## src/rtl/core/uwd_pkg.sv

```systemverilog
// shared types and codes of the usb port water detection controller
`timescale 1ns / 1ps

package uwd_pkg;

  typedef enum logic [2:0] {
    CMD_TICK        = 3'd0,
    CMD_OR_EDGE     = 3'd1,
    CMD_POLLING_SET = 3'd2,
    CMD_POLLING_RST = 3'd3,
    CMD_NEG_INVALID = 3'd4,
    CMD_BLANK       = 3'd5,
    CMD_UNBLANK     = 3'd6,
    CMD_RESTART     = 3'd7
  } cmd_e;

  localparam int unsigned CFG_IDX_W  = 3;
  localparam int unsigned CFG_DATA_W = 16;

  localparam logic [CFG_IDX_W-1:0] CFG_CONNECT_DELAY  = 3'd0;
  localparam logic [CFG_IDX_W-1:0] CFG_NEG_DELAY      = 3'd1;
  localparam logic [CFG_IDX_W-1:0] CFG_RECHECK_DELAY  = 3'd2;
  localparam logic [CFG_IDX_W-1:0] CFG_CHECK_LIMIT    = 3'd3;
  localparam logic [CFG_IDX_W-1:0] CFG_ENABLE_FORCE   = 3'd4;
  localparam logic [CFG_IDX_W-1:0] CFG_POLLING_UNSTOP = 3'd5;

  localparam logic [1:0] ROLE_NONE = 2'd0;
  localparam logic [1:0] ROLE_DUAL = 2'd1;
  localparam logic [1:0] ROLE_SINK = 2'd2;

  localparam logic [1:0] NOTIFY_NONE     = 2'd0;
  localparam logic [1:0] NOTIFY_STARTED  = 2'd1;
  localparam logic [1:0] NOTIFY_WATER_OR = 2'd2;
  localparam logic [1:0] NOTIFY_STOPPED  = 2'd3;

  localparam logic [1:0] WATER_NONE = 2'd0;
  localparam logic [1:0] WATER_OR   = 2'd1;
  localparam logic [1:0] WATER_AND  = 2'd2;

  typedef struct packed {
    logic [2:0] command;
    logic       or_pin;
    logic       and_pin;
    logic       polling_request;
  } in_t;

  typedef struct packed {
    logic       sensor_enable;
    logic [1:0] role_request;
    logic [1:0] notify_code;
    logic [1:0] detect_state;
    logic [3:0] cable_checks;
    logic       polling_active;
  } out_t;

endpackage

```

## src/rtl/core/usb_port_water_detect_controller.sv

```systemverilog
// top level of the usb port water detection controller
//
// in channel: one event request per accepted item (in_valid_i high, in_stall_o
// low at a rising edge), carrying the command and the sampled OR/AND pins.
// out channel: exactly one result per event, accepted when out_valid_o is high
// and out_stall_i is low. results come out in event order.
// the event is held in the input register; the updated state and result are
// written into the state and result registers once the result register is
// free. throughput: one event per cycle while out_stall_i stays low, set by
// the combinational state update between the input and the result register.
// when the receiver stalls, the result register holds and the input register
// keeps one more event; in_stall_o rises only when both are full.
// cfg channel: always ready, one register write per cycle, to be used only
// while no event is in flight.
// reset: delays 300/2000/7000 ticks, check limit 7, flags clear, polling
// stopped, no water, sensor enable high, all timers idle, both channels empty.
`timescale 1ns / 1ps

module usb_port_water_detect_controller #(
  parameter int unsigned TIMER_WIDTH = 16,
  parameter int unsigned COUNT_WIDTH = 4
) (
  input  logic                           clk_i,
  input  logic                           rst_ni,
  input  logic                           in_valid_i,
  output logic                           in_stall_o,
  input  uwd_pkg::in_t                   in_data_i,
  output logic                           out_valid_o,
  input  logic                           out_stall_i,
  output uwd_pkg::out_t                  out_data_o,
  input  logic                           cfg_valid_i,
  output logic                           cfg_ready_o,
  input  logic [uwd_pkg::CFG_IDX_W-1:0]  cfg_index_i,
  input  logic [uwd_pkg::CFG_DATA_W-1:0] cfg_data_i
);
  import uwd_pkg::*;

  localparam logic [TIMER_WIDTH-1:0] TMax = '1;
  localparam logic [COUNT_WIDTH-1:0] CMax = '1;

  typedef struct packed {
    logic [15:0] connect_delay;
    logic [15:0] neg_delay;
    logic [15:0] recheck_delay;
    logic [3:0]  limit;
    logic        force_en;
    logic        unstop;
  } cfg_t;

  typedef struct packed {
    logic                   polling;
    logic [1:0]             water;
    logic [COUNT_WIDTH-1:0] count;
    logic                   blank;
    logic                   en;
    logic [TIMER_WIDTH-1:0] cc;
    logic [TIMER_WIDTH-1:0] nc;
    logic [TIMER_WIDTH-1:0] rc;
    logic [1:0]             role;
    logic [1:0]             notify;
  } st_t;

  function automatic logic [TIMER_WIDTH-1:0] load_value(input logic [15:0] d);
    if (d == 16'd0) begin
      return TIMER_WIDTH'(1);
    end
    if (32'(d) > 32'(TMax)) begin
      return TMax;
    end
    return TIMER_WIDTH'(d);
  endfunction

  function automatic logic below_limit(input logic [COUNT_WIDTH-1:0] cnt,
                                       input logic [3:0] lim);
    return 8'(cnt) < 8'(lim);
  endfunction

  function automatic st_t water_check(input st_t s, input cfg_t c,
                                      input logic por, input logic pand);
    st_t r;
    r = s;
    if (!r.polling || r.blank) begin
      return r;
    end
    r.role = ROLE_DUAL;
    r.en   = 1'b1;
    if (r.count == '0) begin
      if (!por) begin
        r.notify = NOTIFY_STARTED;
        r.water  = WATER_NONE;
      end
    end else if (below_limit(r.count, c.limit)) begin
      if (!por) begin
        if (r.cc == '0) begin
          r.cc = load_value(c.connect_delay);
        end
        r.en = 1'b0;
      end else if (pand) begin
        r.water = WATER_AND;
      end
    end
    return r;
  endfunction

  function automatic st_t restart_check(input st_t s, input cfg_t c,
                                        input logic por, input logic pand);
    st_t r;
    r = s;
    r.rc = '0;
    r.count = '0;
    return water_check(r, c, por, pand);
  endfunction

  function automatic st_t connect_check(input st_t s, input cfg_t c);
    st_t r;
    r = s;
    if (!r.polling) begin
      return r;
    end
    if (r.water == WATER_NONE) begin
      r.en = 1'b1;
      return r;
    end
    if (!c.unstop) begin
      r.role = ROLE_SINK;
    end
    if (r.water == WATER_OR) begin
      r.notify = NOTIFY_WATER_OR;
      if (r.count != CMax) begin
        r.count = r.count + COUNT_WIDTH'(1);
      end
      if (below_limit(r.count, c.limit) && !r.blank && r.rc == '0) begin
        r.rc = load_value(c.recheck_delay);
      end
    end else if (r.water == WATER_AND) begin
      r.notify = NOTIFY_STOPPED;
    end
    r.en = 1'b1;
    return r;
  endfunction

  function automatic st_t negotiation_check(input st_t s, input cfg_t c,
                                            input logic por, input logic pand);
    st_t r;
    r = s;
    if (r.polling) begin
      r.notify = NOTIFY_STARTED;
      r.en     = 1'b1;
    end else if (!c.force_en) begin
      return r;
    end
    return restart_check(r, c, por, pand);
  endfunction

  function automatic st_t polling_set(input st_t s, input cfg_t c, input logic req);
    st_t r;
    r = s;
    if (r.polling == req) begin
      return r;
    end
    r.polling = req;
    r.water   = WATER_NONE;
    r.rc      = '0;
    if (r.nc != '0) begin
      return r;
    end
    if (req) begin
      r.notify = NOTIFY_STARTED;
      r.en     = 1'b1;
    end else if (!c.force_en) begin
      r.count = '0;
      r.en    = 1'b0;
    end
    return r;
  endfunction

  cfg_t cfg_q;
  st_t  st_q, st_d;
  in_t  in_q;
  logic in_vld_q;
  logic out_vld_q;
  out_t out_q;
  logic adv;
  logic fc, fn, fr;

  assign adv         = ~out_vld_q | ~out_stall_i;
  assign in_stall_o  = in_vld_q & ~adv;
  assign out_valid_o = out_vld_q;
  assign out_data_o  = out_q;
  assign cfg_ready_o = 1'b1;

  always_comb begin
    st_d        = st_q;
    st_d.role   = ROLE_NONE;
    st_d.notify = NOTIFY_NONE;
    fc = 1'b0;
    fn = 1'b0;
    fr = 1'b0;
    case (cmd_e'(in_q.command))
      CMD_TICK: begin
        if (st_d.cc != '0) begin
          st_d.cc = st_d.cc - TIMER_WIDTH'(1);
          fc = (st_d.cc == '0);
        end
        if (st_d.nc != '0) begin
          st_d.nc = st_d.nc - TIMER_WIDTH'(1);
          fn = (st_d.nc == '0);
        end
        if (st_d.rc != '0) begin
          st_d.rc = st_d.rc - TIMER_WIDTH'(1);
          fr = (st_d.rc == '0);
        end
        if (fc) begin
          st_d = connect_check(st_d, cfg_q);
        end
        if (fn) begin
          st_d = negotiation_check(st_d, cfg_q, in_q.or_pin, in_q.and_pin);
        end
        if (fr) begin
          st_d = water_check(st_d, cfg_q, in_q.or_pin, in_q.and_pin);
        end
      end
      CMD_OR_EDGE: begin
        if (in_q.and_pin) begin
          st_d.water = WATER_AND;
        end else if (st_d.water != WATER_AND) begin
          st_d.water = WATER_OR;
        end
        if (!cfg_q.force_en) begin
          st_d.en = 1'b0;
        end
        st_d.cc = load_value(cfg_q.connect_delay);
      end
      CMD_POLLING_SET: begin
        st_d = polling_set(st_d, cfg_q, in_q.polling_request);
      end
      CMD_POLLING_RST: begin
        st_d.polling = 1'b1;
        st_d.water   = WATER_NONE;
        st_d.count   = '0;
        st_d.role    = ROLE_DUAL;
        st_d.notify  = NOTIFY_STARTED;
        st_d.en      = 1'b1;
      end
      CMD_NEG_INVALID: begin
        if (!cfg_q.force_en) begin
          st_d.en = 1'b0;
        end
        st_d.nc = load_value(cfg_q.neg_delay);
      end
      CMD_BLANK: begin
        st_d.blank = 1'b1;
        st_d.rc    = '0;
      end
      CMD_UNBLANK: begin
        st_d.blank = 1'b0;
        st_d.count = '0;
        if (st_d.water != WATER_NONE) begin
          st_d = water_check(st_d, cfg_q, in_q.or_pin, in_q.and_pin);
        end
      end
      CMD_RESTART: begin
        st_d = restart_check(st_d, cfg_q, in_q.or_pin, in_q.and_pin);
      end
      default: begin
        st_d = st_q;
      end
    endcase
  end

  always_ff @(posedge clk_i or negedge rst_ni) begin
    if (!rst_ni) begin
      cfg_q.connect_delay <= 16'd300;
      cfg_q.neg_delay     <= 16'd2000;
      cfg_q.recheck_delay <= 16'd7000;
      cfg_q.limit         <= 4'd7;
      cfg_q.force_en      <= 1'b0;
      cfg_q.unstop        <= 1'b0;
      st_q.polling        <= 1'b0;
      st_q.water          <= WATER_NONE;
      st_q.count          <= '0;
      st_q.blank          <= 1'b0;
      st_q.en             <= 1'b1;
      st_q.cc             <= '0;
      st_q.nc             <= '0;
      st_q.rc             <= '0;
      st_q.role           <= ROLE_NONE;
      st_q.notify         <= NOTIFY_NONE;
      in_vld_q            <= 1'b0;
      out_vld_q           <= 1'b0;
    end else begin
      if (cfg_valid_i) begin
        case (cfg_index_i)
          CFG_CONNECT_DELAY:  cfg_q.connect_delay <= cfg_data_i;
          CFG_NEG_DELAY:      cfg_q.neg_delay     <= cfg_data_i;
          CFG_RECHECK_DELAY:  cfg_q.recheck_delay <= cfg_data_i;
          CFG_CHECK_LIMIT:    cfg_q.limit         <= cfg_data_i[3:0];
          CFG_ENABLE_FORCE:   cfg_q.force_en      <= cfg_data_i[0];
          CFG_POLLING_UNSTOP: cfg_q.unstop        <= cfg_data_i[0];
          default: begin
          end
        endcase
      end
      if (in_valid_i && !in_stall_o) begin
        in_vld_q <= 1'b1;
      end else if (adv) begin
        in_vld_q <= 1'b0;
      end
      if (adv) begin
        out_vld_q <= in_vld_q;
      end
      if (adv && in_vld_q) begin
        st_q <= st_d;
      end
    end
  end

  // payload registers
  always_ff @(posedge clk_i) begin
    if (in_valid_i && !in_stall_o) begin
      in_q <= in_data_i;
    end
    if (adv && in_vld_q) begin
      out_q.sensor_enable  <= st_d.en;
      out_q.role_request   <= st_d.role;
      out_q.notify_code    <= st_d.notify;
      out_q.detect_state   <= st_d.water;
      out_q.cable_checks   <= 4'(st_d.count);
      out_q.polling_active <= st_d.polling;
    end
  end

endmodule
```

## config.mk

```make
export PLATFORM = sky130hd
export DESIGN_NAME = usb_port_water_detect_controller
export DESIGN_NICKNAME = d
export VERILOG_FILES = /design/src/rtl/core/uwd_pkg.sv /design/src/rtl/core/usb_port_water_detect_controller.sv
export SDC_FILE = /design/constraint.sdc
export NUM_CORES = 1
export LEC_CHECK = 0
export BUFFER_PORTS_ARGS = -buffer_cell sky130_fd_sc_hd__buf_2
export CAP_MARGIN = 20
export CELL_PAD_IN_SITES_DETAIL_PLACEMENT = 0
export CELL_PAD_IN_SITES_GLOBAL_PLACEMENT = 1
export CORE_ASPECT_RATIO = 0.5
export CORE_MARGIN = 2
export CORE_UTILIZATION = 52
export CTS_CLUSTER_SIZE = 12
export DETAILED_ROUTE_END_ITERATION = 6
export PLACE_DENSITY_LB_ADDON = 0.12
export SETUP_SLACK_MARGIN = 0.4
export SYNTH_ARGS = -nofsm -noshare
export SYNTH_HDL_FRONTEND = slang
export SYNTH_SLANG_ARGS = --single-unit
```

## constraint.sdc

```tcl
create_clock -name clk_i -period 6.7 [get_ports clk_i]
set_input_delay 1.005 -clock clk_i [delete_from_list [all_inputs] [get_ports clk_i]]
set_output_delay 1.005 -clock clk_i [all_outputs]
set_load 0.01 [all_outputs]
```

# After elaboration in Yosys (flattened, before gate mapping)

Index checks and enable logic that the tools add are counted.

Register bits after elaboration: 131
Bits in latches: 0
Memory bits (writable): 0
Bits in read-only memories: 0
Bits of input ports: 30
Output and inout bits: 15
Word-level logic and storage cells: 238
Memories: 0

Add/sub/neg operators: 4
Multiply operators: 0
Divide/modulo/power cells: 0
$lt $le $gt $ge: 2
Equal/unequal tests: 24
Shift operators: 0
Multiplexer cells: 134
Bitwise operators: 5
Reductions and logical operators: 43

Operators by type and width:

| kind                                                 | count |
|---|---|
| 2-to-1 mux 61 bit                                    | 25 |
| case mux 16 bit (5 select lines)                     | 3 |
| 2-to-1 mux 16 bit                                    | 14 |
| zero test 16 bit                                     | 8 |
| 2-to-1 mux 1 bit                                     | 58 |
| 2-to-1 mux 17 bit                                    | 3 |
| nonzero test 16 bit                                  | 3 |
| subtractor 16 x 1 -> 16 bit (second input constant)  | 3 |
| case mux 4 bit (5 select lines)                      | 2 |
| 2-to-1 mux 4 bit                                     | 9 |
| 2-to-1 mux 2 bit                                     | 16 |
| equality test 3 bit (second input constant)          | 6 |
| AND reduction 9 bit                                  | 2 |
| nonzero test 5 bit                                   | 3 |
| equality test 3 x 2 -> 1 bit (second input constant) | 4 |
| inequality test 2 bit (second input constant)        | 6 |
| case mux 2 bit (6 select lines)                      | 1 |
| AND reduction 2 bit                                  | 6 |
| case mux 1 bit (5 select lines)                      | 2 |
| less-than comparator 4 bit                           | 2 |
| equality test 3 x 1 -> 1 bit (second input constant) | 2 |
| zero test 3 bit                                      | 2 |
| inequality test 3 bit (second input constant)        | 2 |
| case mux 1 bit (6 select lines)                      | 1 |
| 17 further kinds                                     | 29 |

# Longest topological paths before layout

Depth after elaboration: 55
Depth in mapped cells: 21
Depth with buffers taken out: 18

# Least setup slack after synthesis

No wires, ideal clock.

Path type: register -> register
Start: reg st_q[36] (netlist name)
End: reg st_q[41] (netlist name)
Setup time: 121 ps
Arrival time: 4269 ps
Required time: 6579 ps
Setup slack: 2310 ps
Stages on the path, launching flop included: 21
Clock period less this slack: 4390 ps
Path through: dfrtp_1 -> buf_6 -> inv_1 -> ha_1 -> or3b_2 -> clkbuf_1 -> or4_1 -> xnor2_1 -> nor3_2 -> nand3_2 -> a21oi_1 -> nor2_1 -> ha_1 -> a21oi_1 -> nand2_1 -> nor4_1 -> nor4b_2 -> and3_1 -> buf_6 -> o41ai_2 -> a22o_1

Word-level cells in the longest chain between the ends: 24
Elaborated cells on any way between the ends: 44

RTL lines:

| what                                                         | line                                                                            | RTL |
|---|---|---|
| start: declaration                                           | usb_port_water_detect_controller.sv:178                                         | `st_t st_q, st_d;` |
| start signal: assignment                                     | usb_port_water_detect_controller.sv:313                                         | `st_q <= st_d;` |
| subtractor 16 x 1 -> 16 bit                                  | usb_port_water_detect_controller.sv:202                                         | `st_d.cc = st_d.cc - TIMER_WIDTH'(1);` |
| zero test 16 bit                                             | usb_port_water_detect_controller.sv:203                                         | `fc = (st_d.cc == '0);` |
| 2-to-1 mux 1 bit                                             | usb_port_water_detect_controller.sv:201                                         | `if (st_d.cc != '0) begin` |
| 2-to-1 mux 1 bit                                             | usb_port_water_detect_controller.sv:199                                         | `case (cmd_e'(in_q.command))` |
| 2-to-1 mux 61 bit (*)                                        | usb_port_water_detect_controller.sv:213                                         | `if (fc) begin` |
| 2-to-1 mux 61 bit (*)                                        | usb_port_water_detect_controller.sv:199                                         |  |
| zero test 1 bit                                              | usb_port_water_detect_controller.sv:82                                          | `if (!r.polling \|\| r.blank) begin` |
| logical OR 1 bit                                             | usb_port_water_detect_controller.sv:82                                          |  |
| [... 8 more ...]                                             | n/a                                                                             |  |
| zero test 16 bit / zero test 1 bit (equally long branches)   | usb_port_water_detect_controller.sv:94, usb_port_water_detect_controller.sv:82  |  |
| 2-to-1 mux 16 bit / logical OR 1 bit (equally long branches) | usb_port_water_detect_controller.sv:94, usb_port_water_detect_controller.sv:82  |  |
| 2-to-1 mux 17 bit / 2-to-1 mux 1 bit (equally long branches) | usb_port_water_detect_controller.sv:93, usb_port_water_detect_controller.sv:82  |  |
| 2-to-1 mux 17 bit / 2-to-1 mux 1 bit (equally long branches) | usb_port_water_detect_controller.sv:92, usb_port_water_detect_controller.sv:219 |  |
| 2-to-1 mux 17 bit / 2-to-1 mux 1 bit (equally long branches) | usb_port_water_detect_controller.sv:87, usb_port_water_detect_controller.sv:199 |  |
| 2-to-1 mux 61 bit                                            | usb_port_water_detect_controller.sv:85                                          | `r.role = ROLE_DUAL;` |
| 2-to-1 mux 61 bit (*)                                        | usb_port_water_detect_controller.sv:219                                         | `if (fr) begin` |
| case mux 16 bit (5 select lines) (*)                         | usb_port_water_detect_controller.sv:199                                         |  |

Mark *: on every way between the ends. The rest lies on a longest branch, timed or not. The select of a mux whose other input is x is not followed.
A chain may end at the register's enable or synchronous reset.

# Worst setup path in the final report

Start: reg st_q[36] (netlist name)
End: reg st_q[36] (netlist name)

Word-level cells in the longest chain between the ends: 24
Elaborated cells on any way between the ends: 48

RTL lines:

| what                                                         | line |
|---|---|
| subtractor 16 x 1 -> 16 bit                                  | usb_port_water_detect_controller.sv:202 |
| zero test 16 bit                                             | usb_port_water_detect_controller.sv:203 |
| 2-to-1 mux 1 bit                                             | usb_port_water_detect_controller.sv:201 |
| 2-to-1 mux 1 bit                                             | usb_port_water_detect_controller.sv:199 |
| 2-to-1 mux 61 bit                                            | usb_port_water_detect_controller.sv:213 |
| 2-to-1 mux 61 bit                                            | usb_port_water_detect_controller.sv:199 |
| zero test 1 bit                                              | usb_port_water_detect_controller.sv:82 |
| logical OR 1 bit                                             | usb_port_water_detect_controller.sv:82 |
| [... 8 more ...]                                             | n/a |
| zero test 16 bit / zero test 1 bit (equally long branches)   | usb_port_water_detect_controller.sv:94, usb_port_water_detect_controller.sv:82 |
| 2-to-1 mux 16 bit / logical OR 1 bit (equally long branches) | usb_port_water_detect_controller.sv:94, usb_port_water_detect_controller.sv:82 |
| 2-to-1 mux 17 bit / 2-to-1 mux 1 bit (equally long branches) | usb_port_water_detect_controller.sv:93, usb_port_water_detect_controller.sv:82 |
| 2-to-1 mux 17 bit / 2-to-1 mux 1 bit (equally long branches) | usb_port_water_detect_controller.sv:92, usb_port_water_detect_controller.sv:219 |
| 2-to-1 mux 17 bit / 2-to-1 mux 1 bit (equally long branches) | usb_port_water_detect_controller.sv:87, usb_port_water_detect_controller.sv:199 |
| 2-to-1 mux 61 bit                                            | usb_port_water_detect_controller.sv:85 |
| 2-to-1 mux 61 bit                                            | usb_port_water_detect_controller.sv:219 |
| case mux 16 bit (5 select lines) (*)                         | usb_port_water_detect_controller.sv:199 |

Marks and branches as above.

==> flow_summary.yaml <==
floorplan:
  die_w_um: 179.9
  fp.dieH_um: 91.96
  fp-row-count: 32
  core_area_um2: 15250
  dieArea_um2: 16540
  ioPinCount: 45
  initial_core_util_pct: 52.74
pwr:
  p_sw_mw: 1.445
  sw_frac_of_total_pct: 41.31
  static-leakage-power_nw: 3.610
  ir_drop_uv: 202.7
  pwr-share-comb_pct: 36.5
  internal_power_mw: 2.053
  p_seq_share_pct: 37.4
  clockPowerShare_pct: 26.1
  powerDensity_nw_per_um2: 386.7
critical_path:
  cp_max_fo: 11
  cp-end-kind: "register"
  worstSetupPathDepth: 17
  crit_start: "st_q[36]$_DFFE_PN0P_"
  rrSetupSlack_ns: 1.70
  critical_path_class: "register to register"
  crit_required_ns: 7.03
  startpoint_type: "register"
  cp-endpoint: "st_q[36]$_DFFE_PN0P_"
  cp.arrival_ns: 5.32
  cp_slowest_cell: "or4_1"
  max_stage_delay_ns: 0.56
  worst-path-buf-inv: 1
  crit_chain: "inv_1, ha_1, or3b_2, or4_1, xnor2_1, nor3_2, nand3_2, a21oi_1, nor2_1, ha_1, a21oi_1, nand2_1, nor4_1, nor4b_2, and3_1, nor2_2, o31ai_2"
  path_delay_family: "simple AND/OR/NAND/NOR gates"
  r2r_cells: 17
  r2r-end: "st_q[36]$_DFFE_PN0P_"
  r2r-start: "st_q[36]$_DFFE_PN0P_"
cells_and_area:
  fin_nets: 953
  post-route-util_pct: 59.28
  stdcell_count: 1121
  drive_above_1_share_pct: 21.81
  stdcell_area_um2: 9042
  final_common_cell: "dfrtp_1"
  synthToLayoutAreaGrowth_pct: 12.39
  num-fill-cells: 1363
  n_antenna_cell: 0
  final_cell_mix: "dfrtp_1, nor2_1, o21ai_0"
timing:
  skew_ns: 0.01155
  holdWs_ns: 0.5051
  final.period_utilization_pct: 74.57
  drv_slew: 0
  tns_ns: 0
  worstMarginPinSlew_ns: 1.084
  rsz0062_at_grt: "false"
  timing.fmax_ghz: 0.2001
  finalSetupViolations: 0
  finalCriticalPeriod_ns: 4.996
  hold_viol: 0
  max_slew_margin_pct: 27.41
clocking:
  cts_hold_buf: 0
  cts_tree: "yes"
  cts_setup_buffers: 0
  numClockSinks: 131
  post_cts_resized: 0
  max-clock-path-buffers: 2
  root_buffer: "clkbuf_16"
  cts_made_buffers: 17
  clk_latency_ns: 0.42
  clk_pin_slew_ns: 0.06
  cts-htree-levels: 4
detailed_routing:
  drtIter0Drc: 658
  num_vias: 7117
  drt-wirelength-per-cell_um: 20.56
  vias_per_cell: 6.349
  postRouteAntennaNets: 0
  wl_mm: 23.05
  firstDrtPassIters: 5
  drc: 0
global_route:
  grt_pass1_wl_mm: 37.37
  grt_max_degree: 59
  globalRouteTotalUtil_pct: 29.04
  grt_pass1_vias: 6697
  grt_overflow_total: 0
  grt_antenna_before_repair: 1
yosys:
  synth_ff_type: "dfrtp_1"
  syn_area_per_cell_um2: 9.195
  syn-num-nets: 924
  synth_seq_cells: 131
  synth_edf_count: 18
  ys_types: 82
  async_flop_share_pct: 86.26
  synth_area_um2: 8045
  ys_warn_count: 0
  netlist_instances: 875
  synth_seq_area_share_pct: 42.19
outcome:
  outcome: "finished clean"
placement:
  dp.cells: 1087
  placed_area_um2: 8452
  io_buffers: 43
  hpwlAfterDp_mm: 16.55
  place.gp.congestion: 0.9055
hold_path:
  hp-class: "register to register"
  holdPathStages: 1
job:
  maxCapViolations: 0
## Yosys cell counts (all sizes together), types with 21 or more instances
cell / n / area (µm²)
a21oi: 61 / 305.3
nor3: 39 / 221.5
dfrtp: 92 / 2302
nand2: 67 / 251.5
nor2: 87 / 329.1
o21ai: 87 / 435.4
nor4: 31 / 224.0
dfstp: 21 / 551.8
clkbuf: 36 / 135.1
nand3: 23 / 125.1
mux2: 57 / 641.9
inv: 24 / 90.09
## sequential cells by signal, indices dropped and copies added (netlist names)
name and flops:
out_valid_o 1, in_q 6, in_vld_q 1, cfg_q 54, st_q 57, out_data_o 12
## logic make-up (layout without fill, tap and decap cells)
family                   Yosys count  in the layout  share of synthesized area [%]
AND/OR/NAND/NOR                  342            342                          22.91
flip-flops                       131            131                          42.19
other                              1              1                        0.04661
adder cells (fa/ha/maj)           19             19                          2.955
XOR/XNOR                          15             15                          1.633
multiplexers                      60             60                          8.352
AO/OA/AOI/OAI                    235            235                          18.18
buffers and inverters             72            114                          3.733
## power groups by stage
stage	Sequential, mW	Clock [mW]	Combinational [mW]
finish	1.31	0.913	1.28
CTS	1.30	0.929	1.26
global route	1.34	0.964	1.43
floorplan	1.18	0	1.02
detailed placement	1.31	0	1.25
global placement	1.31	0	1.24
## per-layer routing
metal | share of wire, % | global-route usage, % | vias up
li1 | - | - | 3327
met1 | 48 | 43.06 | 3491
met2 | 43 | 43.52 | 267
met3 | 7.5 | 6.235 | 32
met4 | 1.1 | 6.504 | 0
met5 | 0 | 0 | -
## through the flow
stage	setup WS (ns)	power (mW)
2_1_floorplan	2.310	2.198
3_3_place_gp	1.868	2.548
3_5_place_dp	1.752	2.564
4_1_cts	1.709	3.489
5_1_grt	1.273	3.740
6_report	1.704	3.497
## how the worst min path moves through the flow
stage,startpoint,endpoint
2_1_floorplan,in_vld_q$_DFFE_PN0P_,out_valid_o$_DFFE_PN0N_
3_3_place_gp,in_vld_q$_DFFE_PN0P_,out_valid_o$_DFFE_PN0N_
3_5_place_dp,in_vld_q$_DFFE_PN0P_,out_valid_o$_DFFE_PN0N_
4_1_cts,in_vld_q$_DFFE_PN0P_,out_valid_o$_DFFE_PN0N_
5_1_grt,in_vld_q$_DFFE_PN0P_,out_valid_o$_DFFE_PN0N_
6_report,in_vld_q$_DFFE_PN0P_,out_valid_o$_DFFE_PN0N_
## layout make-up
type                    instances  area, µm²  area share [%]
multi-input cells             672       4397           48.62
flip-flops and latches        131       3395           37.54
clock buffers                  18      439.2           4.857
repair buffers                 58      334.1           3.694
well taps                     204      255.2           2.823
clock inverters                14      132.6           1.467
inverters                      24      90.09          0.9963
Power figures use the tool's default switching activity.
